===== config.mk =====
export PLATFORM = sky130hd
export DESIGN_NAME = masked_byte_pattern_scanner_core
export DESIGN_NICKNAME = d
export VERILOG_FILES = /design/src/rtl/core/mbps_pkg.sv /design/src/rtl/core/masked_byte_pattern_scanner_core.sv /design/src/rtl/core/mbps_cfg_regs.sv /design/src/rtl/core/mbps_cell.sv
export SDC_FILE = /design/constraint.sdc
export NUM_CORES = 2
export LEC_CHECK = 0
export BUFFER_PORTS_ARGS = -buffer_cell sky130_fd_sc_hd__clkbuf_2
export CELL_PAD_IN_SITES_DETAIL_PLACEMENT = 1
export CELL_PAD_IN_SITES_GLOBAL_PLACEMENT = 1
export CORE_UTILIZATION = 45
export DETAILED_ROUTE_END_ITERATION = 10
export MAX_ROUTING_LAYER = met4
export PLACE_DENSITY_LB_ADDON = 0.1
export SETUP_SLACK_MARGIN = 0.3
export SLEW_MARGIN = 15
export SYNTH_ARGS = -nofsm -noshare
export SYNTH_HDL_FRONTEND = slang
export SYNTH_SLANG_ARGS = --single-unit

===== constraint.sdc =====
create_clock -name clk -period 10.9 [get_ports clk]
set_clock_uncertainty 0.15 [all_clocks]
set_input_delay 2.18 -clock clk [delete_from_list [all_inputs] [get_ports clk]]
set_output_delay 2.18 -clock clk [all_outputs]
set_load 0.005 [all_outputs]

===== src/rtl/core/mbps_pkg.sv =====
package mbps_pkg;

  // fixed register file layout: four 64-bit pattern words, 32 care bits
  localparam int PAT_BYTES = 32;
  localparam int PAT_IDX_W = 5;
  localparam int PAT_BITS = PAT_BYTES * 8;
  localparam int LEN_W = 6;
  localparam int CFG_IDX_W = 3;
  localparam int CFG_DATA_W = 64;
  localparam int ADDR_W = 32;

  typedef enum logic [CFG_IDX_W-1:0] {
    REG_PAT_0_7   = 3'd0,
    REG_PAT_8_15  = 3'd1,
    REG_PAT_16_23 = 3'd2,
    REG_PAT_24_31 = 3'd3,
    REG_CARE_MASK = 3'd4,
    REG_PAT_LEN   = 3'd5
  } mbps_reg_t;

  // settings seen by every cell
  typedef struct packed {
    logic [PAT_BITS-1:0]  pattern;
    logic [PAT_BYTES-1:0] care;
    logic [PAT_IDX_W-1:0] len_m1;
  } mbps_match_cfg_t;

  // per-word chain control
  typedef struct packed {
    logic shift;
    logic flush;
  } mbps_ctl_t;

endpackage


===== src/rtl/core/masked_byte_pattern_scanner_core.sv =====
// Masked byte pattern scanner.
// Input words carry one memory byte with its address; in_tuser marks the
// first byte of a region and in_tlast the final byte of the whole scan.
// A match is a window of pattern_length bytes inside one region where every
// position with its care bit set equals the pattern byte. The first match
// of a scan gives one output word: out_tuser = 1 and out_tdata = start
// address. A scan that ends with no match gives out_tuser = 0, out_tdata = 0.
// Throughput is one byte per cycle while in_tready is high: the window is a
// row of byte cells that shift once per accepted word and compare in parallel.
// The result is in the output register on the cycle after the completing
// byte is accepted.
// The configuration port is always ready; writes apply from the next byte.
// Reset clears settings to defaults (length 1), the window and the output.
// When the receiver stalls, the output word holds and in_tready drops only
// while that word is still waiting and out_tready is low.
module masked_byte_pattern_scanner_core
  import mbps_pkg::*;
#(
  parameter int PATTERN_MAX = 32
) (
  input  logic                  clk,
  input  logic                  rst_n,
  input  logic                  in_tvalid,
  output logic                  in_tready,
  input  logic [39:0]           in_tdata,   // data_byte[7:0], byte_address[39:8]
  input  logic                  in_tuser,   // region_first
  input  logic                  in_tlast,   // scan_last
  output logic                  out_tvalid,
  input  logic                  out_tready,
  output logic [ADDR_W-1:0]     out_tdata,  // match_address[31:0]
  output logic                  out_tuser,  // found
  input  logic                  cfg_valid,
  output logic                  cfg_ready,
  input  logic [CFG_IDX_W-1:0]  cfg_index,
  input  logic [CFG_DATA_W-1:0] cfg_data
);

  mbps_match_cfg_t  match_cfg;
  mbps_ctl_t        ctl;

  logic [PATTERN_MAX-1:0] valid_w;
  logic [PATTERN_MAX-1:0] ok_w;
  logic [7:0]             byte_w [PATTERN_MAX];

  logic              acc;
  logic              hit;
  logic              hit_new;
  logic              emit;
  logic [7:0]        in_byte;
  logic [ADDR_W-1:0] in_addr;

  logic              reported_r;
  logic              reported_nxt;
  logic              out_valid_r;
  logic              out_valid_nxt;
  logic              out_found_r;
  logic              out_found_nxt;
  logic [ADDR_W-1:0] out_addr_r;
  logic [ADDR_W-1:0] out_addr_nxt;

  mbps_cfg_regs #(
    .PATTERN_MAX(PATTERN_MAX)
  ) u_cfg (
    .clk      (clk),
    .rst_n    (rst_n),
    .cfg_valid(cfg_valid),
    .cfg_ready(cfg_ready),
    .cfg_index(cfg_index),
    .cfg_data (cfg_data),
    .match_cfg(match_cfg)
  );

  assign in_byte   = in_tdata[7:0];
  assign in_addr   = in_tdata[39:8];
  assign in_tready = !out_valid_r || out_tready;
  assign acc       = in_tvalid && in_tready;

  assign ctl.shift = acc;
  assign ctl.flush = in_tlast;

  genvar gi;
  generate
    for (gi = 0; gi < PATTERN_MAX; gi++) begin : g_cell
      logic [7:0] b_in;
      logic       v_in;
      if (gi == 0) begin : g_head
        assign b_in = in_byte;
        assign v_in = 1'b1;
      end else begin : g_link
        // a region start drops everything behind the newest byte
        assign b_in = byte_w[gi-1];
        assign v_in = valid_w[gi-1] & ~in_tuser;
      end
      mbps_cell #(
        .IDX(gi)
      ) u_cell (
        .clk      (clk),
        .rst_n    (rst_n),
        .ctl      (ctl),
        .match_cfg(match_cfg),
        .byte_in  (b_in),
        .valid_in (v_in),
        .byte_q   (byte_w[gi]),
        .valid_q  (valid_w[gi]),
        .ok       (ok_w[gi])
      );
    end
  endgenerate

  assign hit     = &ok_w;
  assign hit_new = acc && hit && !reported_r;
  assign emit    = hit_new || (acc && in_tlast && !reported_r);

  always_comb begin
    reported_nxt  = reported_r;
    out_valid_nxt = out_valid_r;
    out_found_nxt = out_found_r;
    out_addr_nxt  = out_addr_r;
    if (acc) begin
      reported_nxt = in_tlast ? 1'b0 : (reported_r | hit);
    end
    if (emit) begin
      out_valid_nxt = 1'b1;
      out_found_nxt = hit_new;
      out_addr_nxt  = hit_new ? (in_addr - ADDR_W'(match_cfg.len_m1)) : '0;
    end else if (out_tready) begin
      out_valid_nxt = 1'b0;
    end
  end

  always_ff @(posedge clk) begin
    if (!rst_n) begin
      reported_r  <= 1'b0;
      out_valid_r <= 1'b0;
    end else begin
      reported_r  <= reported_nxt;
      out_valid_r <= out_valid_nxt;
    end
  end

  always_ff @(posedge clk) begin
    out_found_r <= out_found_nxt;
    out_addr_r  <= out_addr_nxt;
  end

  assign out_tvalid = out_valid_r;
  assign out_tuser  = out_found_r;
  assign out_tdata  = out_addr_r;

  // a new output word only follows an accepted input word
  assert property (@(posedge clk) disable iff (!rst_n)
    $rose(out_tvalid) |-> $past(in_tvalid && in_tready))
    else $error("output word without accepted input");

  // not-found words carry a zero address
  assert property (@(posedge clk) disable iff (!rst_n)
    (out_tvalid && !out_tuser) |-> (out_tdata == '0))
    else $error("not-found word with nonzero address");

  // end of scan empties the window and rearms reporting
  assert property (@(posedge clk) disable iff (!rst_n)
    (acc && in_tlast) |=> (!reported_r && (valid_w == '0)))
    else $error("scan end did not clear state");

  // window fill stays contiguous from the newest byte
  assert property (@(posedge clk) disable iff (!rst_n)
    ((valid_w & (valid_w + PATTERN_MAX'(1))) == '0))
    else $error("window valid bits not contiguous");

  // a reported match blocks further results until scan end
  assert property (@(posedge clk) disable iff (!rst_n)
    (hit_new && !in_tlast) |=> reported_r)
    else $error("match not recorded");

endmodule


===== src/rtl/core/mbps_cfg_regs.sv =====
module mbps_cfg_regs
  import mbps_pkg::*;
#(
  parameter int PATTERN_MAX = 32
) (
  input  logic                  clk,
  input  logic                  rst_n,
  input  logic                  cfg_valid,
  output logic                  cfg_ready,
  input  logic [CFG_IDX_W-1:0]  cfg_index,
  input  logic [CFG_DATA_W-1:0] cfg_data,
  output mbps_match_cfg_t       match_cfg
);

  localparam logic [LEN_W-1:0] LEN_MAX = LEN_W'(PATTERN_MAX);

  logic [3:0][CFG_DATA_W-1:0] pat_r;
  logic [PAT_BYTES-1:0]       care_r;
  logic [LEN_W-1:0]           len_r;
  logic [LEN_W-1:0]           len_use;
  logic                       wr_en;

  assign cfg_ready = 1'b1;
  assign wr_en = cfg_valid & cfg_ready;

  always_ff @(posedge clk) begin
    if (!rst_n) begin
      pat_r  <= '0;
      care_r <= '0;
      len_r  <= LEN_W'(1);
    end else if (wr_en) begin
      case (mbps_reg_t'(cfg_index))
        REG_PAT_0_7:   pat_r[0] <= cfg_data;
        REG_PAT_8_15:  pat_r[1] <= cfg_data;
        REG_PAT_16_23: pat_r[2] <= cfg_data;
        REG_PAT_24_31: pat_r[3] <= cfg_data;
        REG_CARE_MASK: care_r <= cfg_data[PAT_BYTES-1:0];
        REG_PAT_LEN:   len_r <= cfg_data[LEN_W-1:0];
        default: ;
      endcase
    end
  end

  // zero acts as one, oversize clamps to the cell count
  always_comb begin
    len_use = len_r;
    if (len_r == '0) begin
      len_use = LEN_W'(1);
    end else if (len_r > LEN_MAX) begin
      len_use = LEN_MAX;
    end
    match_cfg.pattern = pat_r;
    match_cfg.care    = care_r;
    match_cfg.len_m1  = PAT_IDX_W'(len_use - LEN_W'(1));
  end

endmodule


===== src/rtl/core/mbps_cell.sv =====
module mbps_cell
  import mbps_pkg::*;
#(
  parameter int IDX = 0
) (
  input  logic            clk,
  input  logic            rst_n,
  input  mbps_ctl_t       ctl,
  input  mbps_match_cfg_t match_cfg,
  input  logic [7:0]      byte_in,
  input  logic            valid_in,
  output logic [7:0]      byte_q,
  output logic            valid_q,
  output logic            ok
);

  localparam logic [PAT_IDX_W-1:0] IDX_C = PAT_IDX_W'(IDX);

  logic [7:0]           byte_r;
  logic [7:0]           byte_nxt;
  logic                 valid_r;
  logic                 valid_nxt;
  logic [PAT_IDX_W-1:0] sel;
  logic                 in_use;
  logic                 is_oldest;
  logic [7:0]           pat_byte;
  logic                 care_bit;

  // this cell holds the byte IDX back from the newest; it faces
  // pattern position len-1-IDX
  always_comb begin
    in_use    = IDX_C <= match_cfg.len_m1;
    is_oldest = IDX_C == match_cfg.len_m1;
    sel       = match_cfg.len_m1 - IDX_C;
    pat_byte  = match_cfg.pattern[{sel, 3'b000} +: 8];
    care_bit  = match_cfg.care[sel];
    ok = !in_use || ((!care_bit || (byte_in == pat_byte)) && (!is_oldest || valid_in));
  end

  always_comb begin
    byte_nxt  = byte_r;
    valid_nxt = valid_r;
    if (ctl.shift) begin
      byte_nxt  = byte_in;
      valid_nxt = valid_in & ~ctl.flush;
    end
  end

  always_ff @(posedge clk) begin
    if (!rst_n) begin
      valid_r <= 1'b0;
    end else begin
      valid_r <= valid_nxt;
    end
  end

  always_ff @(posedge clk) begin
    byte_r <= byte_nxt;
  end

  assign byte_q  = byte_r;
  assign valid_q = valid_r;

endmodule

## Word-level counts from Yosys, hierarchy flattened

Cells that the tools add are included.

| storage, ports and cells | value |
|---|---|
| bits of input ports | 114 |
| bits in latches | 0 |
| register bits after elaboration | 608 |
| bits in writable memories | 0 |
| memory bits (read-only) | 0 |
| output and inout port bits | 36 |
| memories | 0 |

| operators by class | value |
|---|---|
| add/sub/neg operators | 33 |
| multipliers | 0 |
| equality and inequality tests | 68 |
| order comparisons | 65 |
| reduce and logical (&&, ||, !) cells | 240 |
| shifts and indexed selects | 32 |
| muxes and demuxes | 69 |
| bitwise operators | 64 |
| div/mod/pow operators | 0 |

Operator list:

| operator | count |
|---|---|
| $shiftx A256 B9 Y8 | 32 |
| $eq A8 B8 Y1 | 32 |
| $lt A5 B6 Y1 const B | 32 |
| $bmux W1 S5 | 32 |
| $logic_not A1 Y1 | 97 |
| $logic_or A1 B1 Y1 | 97 |
| $eq A5 B5 Y1 const A | 16 |
| $le A5 B5 Y1 const A | 16 |
| $sub A5 B5 Y5 const B | 16 |
| $and A1 B1 Y1 | 61 |
| $eq A4 B5 Y1 const A | 8 |
| $le A4 B5 Y1 const A | 8 |
| $sub A5 B4 Y5 const B | 8 |
| $logic_and A1 B1 Y1 | 36 |
| $mux W1 | 35 |
| $reduce_and A32 Y1 | 1 |
| $sub A32 B5 Y32 | 1 |
| $eq A3 B5 Y1 const A | 4 |
| $le A3 B5 Y1 const A | 4 |
| $sub A5 B3 Y5 const B | 4 |
| $reduce_and A2 Y1 | 6 |
| $eq A2 B5 Y1 const A | 2 |
| $le A1 B5 Y1 const A | 2 |
| $le A2 B5 Y1 const A | 2 |
| other kinds (13) | 19 |

## Longest topological paths before layout

| depth | value |
|---|---|
| depth in word-level cells | 16 |
| mapped depth | 37 |

## Hierarchy

Synthesis repeated with hierarchy kept, for this count alone.

| second synthesis, totals | value |
|---|---|
| cells, all modules | 9453 |
| area, all modules | 107327.9 µm² |

By module, submodules not included:

| module | cells an instance | times used | area each (µm²) |
|---|---|---|---|
| mbps_cfg_regs | 1043 | 1 | 10781.6 |
| mbps_cell at g_cell[3].u_cell | 275 | 1 | 3270.6 |
| mbps_cell at g_cell[7].u_cell | 259 | 1 | 3144.3 |
| mbps_cell at g_cell[18].u_cell | 280 | 1 | 3135.5 |
| mbps_cell at g_cell[4].u_cell | 280 | 1 | 3131.8 |
| mbps_cell at g_cell[21].u_cell | 293 | 1 | 3074.2 |
| mbps_cell at g_cell[28].u_cell | 284 | 1 | 3062.9 |
| mbps_cell at g_cell[12].u_cell | 259 | 1 | 3049.2 |
| mbps_cell at g_cell[25].u_cell | 419 | 1 | 3034.2 |
| mbps_cell at g_cell[29].u_cell | 289 | 1 | 3019.1 |
| mbps_cell at g_cell[17].u_cell | 353 | 1 | 3007.9 |
| mbps_cell at g_cell[9].u_cell | 241 | 1 | 3007.9 |
| mbps_cell at g_cell[22].u_cell | 233 | 1 | 2996.6 |
| mbps_cell at g_cell[31].u_cell | 262 | 1 | 2961.6 |
| +20 rows | n/a | n/a | n/a |

## Worst setup path before layout

OpenSTA, ideal clock, no wires.

| path | value |
|---|---|
| kind | flip-flop to flip-flop |
| from | register u_cfg.len_r[2] |
| to | register out_addr_r[0] (netlist: out_tdata[0]), enable pin |
| data arrival time | 10.106 ns |
| path buffers | 13 |
| stages on the path, launching flop included | 29 |
| path slack | 0.170 ns |
| data required time | 10.276 ns |
| cell sequence | dfxtp_1 > or4_1 > buf_2 > buf_6 > a21oi_4 > inv_2 > buf_2 > buf_1 > buf_2 > buf_1 > ha_1 > inv_1 > clkbuf_1 > clkbuf_1 > buf_1 > clkbuf_1 > ha_1 > buf_1 > clkbuf_1 > buf_1 > mux4_2 > xor2_1 > nor4_1 > nand4_1 > a32oi_1 > and3_1 > nand3_1 > or4_1 > o31ai_1 |

| between the ends | value |
|---|---|
| longest elaborated chain between the ends | 15 |
| elaborated cells on any way between the ends | 452 |
| those cells by class | 32 x add/sub; 33 x order compare; 63 x eq/ne; 32 x shift; 66 x mux; 226 x reduce/logical |

Ends and longest elaborated chain:

| element | RTL line | RTL |
|---|---|---|
| start: declaration | mbps_cfg_regs.sv:19 | `logic [LEN_W-1:0] len_r;` |
| start signal: assignment | mbps_cfg_regs.sv:38 | `REG_PAT_LEN: len_r <= cfg_data[LEN_W-1:0];` |
| $gt A6 B6 Y1 | mbps_cfg_regs.sv:49 | `end else if (len_r > LEN_MAX) begin` |
| $mux W5 | mbps_cfg_regs.sv:49 |  |
| $mux W5 * | mbps_cfg_regs.sv:47 | `if (len_r == '0) begin` |
| $sub A5 B1 Y5 * | mbps_cfg_regs.sv:54 | `match_cfg.len_m1 = PAT_IDX_W'(len_use - LEN_W'(1));` |
| branches (longest 7 deep; another with $sub A5 B1 Y5) | n/a |  |
| $reduce_and A32 Y1 * | masked_byte_pattern_scanner_core.sv:110 | `assign hit = &ok_w;` |
| $logic_and A1 B1 Y1 * (2 in a row) | masked_byte_pattern_scanner_core.sv:111 | `assign hit_new = acc && hit && !reported_r;` |
| $logic_or A1 B1 Y1 * | masked_byte_pattern_scanner_core.sv:112 | `assign emit = hit_new \|\| (acc && in_tlast && !reported_r);` |
| named net emit | masked_byte_pattern_scanner_core.sv:48 | `logic emit;` |
| end signal: assignment | masked_byte_pattern_scanner_core.sv:143 | `out_addr_r <= out_addr_nxt;` |
| end: declaration | masked_byte_pattern_scanner_core.sv:58 | `logic [ADDR_W-1:0] out_addr_r;` |

Mark *: on every way through the listed nets, which the timed path passes. The select of a mux whose other input is x is not followed.
A chain may end at the register's enable or synchronous reset.

## Final worst setup path

| path | value |
|---|---|
| from | register u_cfg.len_r[3] |
| to | register out_addr_r[21] (netlist: out_tdata[21]) (data pin) |

| between the ends | value |
|---|---|
| longest elaborated chain between the ends | 14 |
| elaborated cells on any way between the ends | 452 |
| those cells by class | 33 x add/sub; 33 x order compare; 63 x eq/ne; 32 x shift; 66 x mux; 225 x reduce/logical |

Ends and longest elaborated chain:

| element | RTL line |
|---|---|
| $gt A6 B6 Y1 | mbps_cfg_regs.sv:49 |
| $mux W5 | mbps_cfg_regs.sv:49 |
| $mux W5 * | mbps_cfg_regs.sv:47 |
| $sub A5 B1 Y5 * | mbps_cfg_regs.sv:54 |
| branches (longest 10 deep; another with $sub A5 B1 Y5) | n/a |

Every way passes the cells marked *. The select of a mux whose other input is x is not followed.

==> flow_summary_export.csv <==
group,metric,value,unit
run_status,status,"finished with violations",
run_status,violations,"DRC",
timing,whs,0.318,ns
global_routing,antenna_found_initial,26,
logic_synthesis,ys_seq_area_frac,0.287,
timing,relSlewSlack,0.136,
drt,ant_nets,0,
floorplan,die_area,0.117,mm2
place,io_buffers,148,
power,clkPwrFrac,0.385,
power,max-vdd-ir-drop,0.137,mV
final_layout,num-fill-cells,13100,
power,comb_power_share,0.218,
logic_synthesis,synthFlopType,"dfxtp_1",
timing,rsz0062_at_grt,"false",
drt,drt_iter0_markers,9136,
power,p_int,0.00467,W
clock_tree,clock-root-buffer,"clkbuf_16",
logic_synthesis,async_flop_share,0,
timing,fin_ws,1.44,ns
logic_synthesis,synth_cell_type_count,104,
floorplan,floorplan.initialDensity,0.456,
global_routing,grt_pass1_vias,50700,
worst_setup_path,crit_fanout,58,
logic_synthesis,synth-seq-cells,608,
place,post-place-ws,1.81,ns
logic_synthesis,synthesis.instances,5844,
final_layout,drive_gt1_frac,0.160,
global_routing,track_usage,0.514,
place,gp_congestion,1.11,
clock_tree,clkSlewWorstSetupHoldPaths,0.06,ns
worst_setup_path,cp-start-kind,"register",
final_layout,final_net_count,5826,
drt,num_vias,54500,
logic_synthesis,synth_area,0.0522,mm2
worst_setup_path,crit_arrival,9.77,ns
final_layout,fin_cells,7301,
timing,setup_tns,0,ns
global_routing,grt_pass1_wl,410000,um
drt,wl,301000,um
drt,first_pass_iters,9,
logic_synthesis,yosys-top-cells-area,"edfxtp_1, dfxtp_1, mux4_2, mux2i_1, nand2_1",
floorplan,ios,150,
hold_path,hold_class,"reg2reg",
power,p_per_area,126,mW/mm2
worst_setup_path,cpMostUsedCell,"buf_4",
timing,timing.final.crit_share,0.868,
worst_setup_path,slowest_stage,"or4_2",
logic_synthesis,synth_fp_nets,5976,
logic_synthesis,syn_avg_cell_area,8.94,um2
timing,max_freq,106,MHz
clock_tree,hold_buffers,0,
power,p_leak,19.3,nW
worst_setup_path,slowest_delay,1.14,ns
logic_synthesis,yosysWarnings,0,
timing,tightestPinTransition,1.30,ns
final_layout,final_area,0.0569,mm2
worst_setup_path,path_buf_inv,4,
global_routing,grt.overflow.total,0,
final_layout,synthToLayoutAreaGrowth,9.01,%
worst_setup_path,crit_path_cell_trace,"or4_4 > a21oi_4 > inv_2 > ha_4 > inv_6 > ha_1 > and2_1 > a32oi_1 > o211a_2 > buf_4 > mux4_2 > xnor2_1 > nor3_1 > a21oi_1 > a221o_1 > o31ai_1 > o311ai_1 > buf_4 > or4_2 > a2111oi_0",
power,pwr-share-seq,0.397,
floorplan,dieHeight,343,um
worst_setup_path,crit_required,11.21,ns
logic_synthesis,synth_top_area_frac,0.162,
drt,drc,4,
worst_setup_path,worstSetupPathType,"reg2reg",
floorplan,core-area,0.115,mm2
timing,drv_slew,0,
drt,wire_per_inst,41.2,um
floorplan,die_width,343,um
logic_synthesis,yosysTopAreaCell,"edfxtp_1",
clock_tree,clockBufferDepth,3,
drt,vias_per_cell,7.47,
place,dpl.hpwl,229000,um
power,p_switching,0.00254,W
place,placed_cell_area,0.0541,mm2
timing,hold_viol_final,0,
worst_setup_path,crit_path_end_kind,"register",
clock_tree,cts_setup_buffers,0,
timing,post-route-min-period,9.46,ns
clock_tree,htreeDepth,3,
place,dp.cells,7126,
run,drv_cap,0,
clock_tree,clock_sinks,608,
clock_tree,cts_tree,"done",
global_routing,grt_max_degree,184,
power,netSwitchingFraction,0.352,
timing,finalSetupViolations,0,
clock_tree,clock_latency,0.69,ns
logic_synthesis,synth_edf_count,281,
floorplan,rows,124,
clock_tree,cts_resized,0,
worst_setup_path,crit_family,"compound AO/OA/AOI/OAI gates",
clock_tree,cts_buffers,77,
## layout make-up
| class | count | area (um2) | share of cell area |
|---|---|---|---|
| multi-input cells | 4640 | 35000 | 0.615 |
| flip-flops and latches | 608 | 15000 | 0.263 |
| clock buffers | 98 | 2170 | 0.0381 |
| repair buffers | 300 | 2010 | 0.0354 |
| well taps | 1512 | 1890 | 0.0332 |
| clock inverters | 39 | 502 | 0.00881 |
| inverters | 67 | 278 | 0.00488 |
| diodes | 37 | 92.6 | 0.00163 |
## placed cells by master (no fill, tap or decap), types with 24 or more instances in the layout
cell type,Yosys,final
a2111oi_0,34,31
a211oi_1,93,90
a21oi_1,431,431
a22oi_1,119,119
a2bb2oi_1,38,38
a32oi_1,34,34
and2_1,30,30
buf_4,37,141
clkbuf_16,0,79
clkbuf_2,0,148
dfxtp_1,327,322
diode_2,0,37
edfxtp_1,281,281
inv_1,60,55
mux2_2,61,61
mux2i_1,537,526
mux4_2,244,244
nand2_1,829,826
nand2b_1,66,65
nand3_1,138,136
nand4_1,36,36
nor2_1,347,343
nor2b_1,79,76
nor3_1,165,161
nor3b_1,57,56
nor4_1,52,51
nor4_2,27,28
o2111ai_1,55,55
o211ai_1,57,57
o21ai_0,75,74
o221ai_1,66,66
o22ai_1,67,67
or3_1,103,103
or3b_2,24,24
xnor2_1,172,166
xor2_1,195,195
## sequential cells by signal (all words and copies together), names as in the netlist
signal and cells:
g_cell.u_cell.byte_q 248, reported_r 1, u_cfg.match_cfg 256, u_cfg.care_r 32, u_cfg.len_r 6, out_tdata 32
out_tuser 1, out_tvalid 1, g_cell.u_cell.valid_q 31
## layer usage
metal / vias to the layer above / wire length, um / global-route usage
li1: 21900 / - / -
met5: - / 0 / -
met1: 27700 / 113000 / 0.643
met2: 4118 / 121000 / 0.693
met4: 0 / 22900 / 0.318
met3: 849 / 43300 / 0.192
## cells in the mapped netlist (36+ instances only)
| master | n |
|---|---|
| a211oi_1 | 93 |
| buf_1 | 86 |
| a22oi_1 | 119 |
| clkbuf_1 | 272 |
| dfxtp_1 | 327 |
| mux4_2 | 244 |
| nand4_1 | 36 |
| nand3_1 | 138 |
| o2111ai_1 | 55 |
| mux2_2 | 61 |
| edfxtp_1 | 281 |
| o21ai_0 | 75 |
| xor2_1 | 195 |
| xnor2_1 | 172 |
| nor2b_1 | 79 |
| or3_1 | 103 |
| a2bb2oi_1 | 38 |
| buf_2 | 122 |
| mux2i_1 | 537 |
| buf_4 | 37 |
| nor2_1 | 347 |
| a21oi_1 | 431 |
| nand2_1 | 829 |
| o211ai_1 | 57 |
| inv_1 | 60 |
| o22ai_1 | 67 |
| o221ai_1 | 66 |
| nor3b_1 | 57 |
| nand2b_1 | 66 |
| nor4_1 | 52 |
| nor3_1 | 165 |
## per-stage QoR
| stage | total power (W) | utilization |
|---|---|---|
| floorplan | 0.00368 | - |
| global placement | 0.00436 | 0.472 |
| detailed placement | 0.00438 | 0.472 |
| CTS | 0.00712 | 0.495 |
| global route | 0.00729 | 0.497 |
| finish | 0.00720 | 0.497 |
## worst reg2reg max path: cells and delay by family, from the launching register on
| family | cells | cell delay [ns] |
|---|---|---|
| AOI/OAI and AO/OA | 8 | 3.13 |
| and+or+nand+nor | 4 | 2.37 |
| adders and majority gates | 2 | 1.30 |
| muxes | 1 | 0.54 |
| xor gates and xnor gates | 1 | 0.17 |
| buffers and inverters | 4 | 1.02 |
| DFF | 1 | 0.57 |
## final timing paths
| path | cells past startpoint | slack [ns] | to | startpoint |
|---|---|---|---|---|
| worst max-delay path | 20 | 1.44 | out_tdata[21]$_SDFFCE_PN0P_ | u_cfg.len_r[3]$_SDFFE_PN0P_ |
| worst min-delay path | 0 | 0.32 | g_cell[6].u_cell.byte_q[5]$_DFFE_PP_ | g_cell[5].u_cell.byte_q[5]$_DFFE_PP_ |
| worst max register to register | 20 | 1.44 | out_tdata[21]$_SDFFCE_PN0P_ | u_cfg.len_r[3]$_SDFFE_PN0P_ |
| worst min register to register | 0 | 0.32 | g_cell[6].u_cell.byte_q[5]$_DFFE_PP_ | g_cell[5].u_cell.byte_q[5]$_DFFE_PP_ |
## power groups by stage
stage	logic, W	clock network (W)	registers, W
floorplan	0.000929	0	0.00275
CTS	0.00151	0.00277	0.00284
detailed placement	0.00150	0	0.00288
finish	0.00157	0.00277	0.00286
global route	0.00160	0.00284	0.00285
global placement	0.00148	0	0.00288
## cells by family (layout without fill, tap and decap cells)
kind of cell / count (synthesis) / after routing / share of synthesized area
simple gates: 2024 / 2024 / 0.186
compound gates: 1376 / 1376 / 0.187
mux: 843 / 843 / 0.221
flops: 608 / 608 / 0.287
buf+inv: 596 / 504 / 0.0501
xor+xnor: 374 / 374 / 0.0637
fa+ha+maj: 22 / 22 / 0.00522
other cells: 1 / 38 / 0.0000718
No activity file was read; power rests on OpenSTA's default activity.
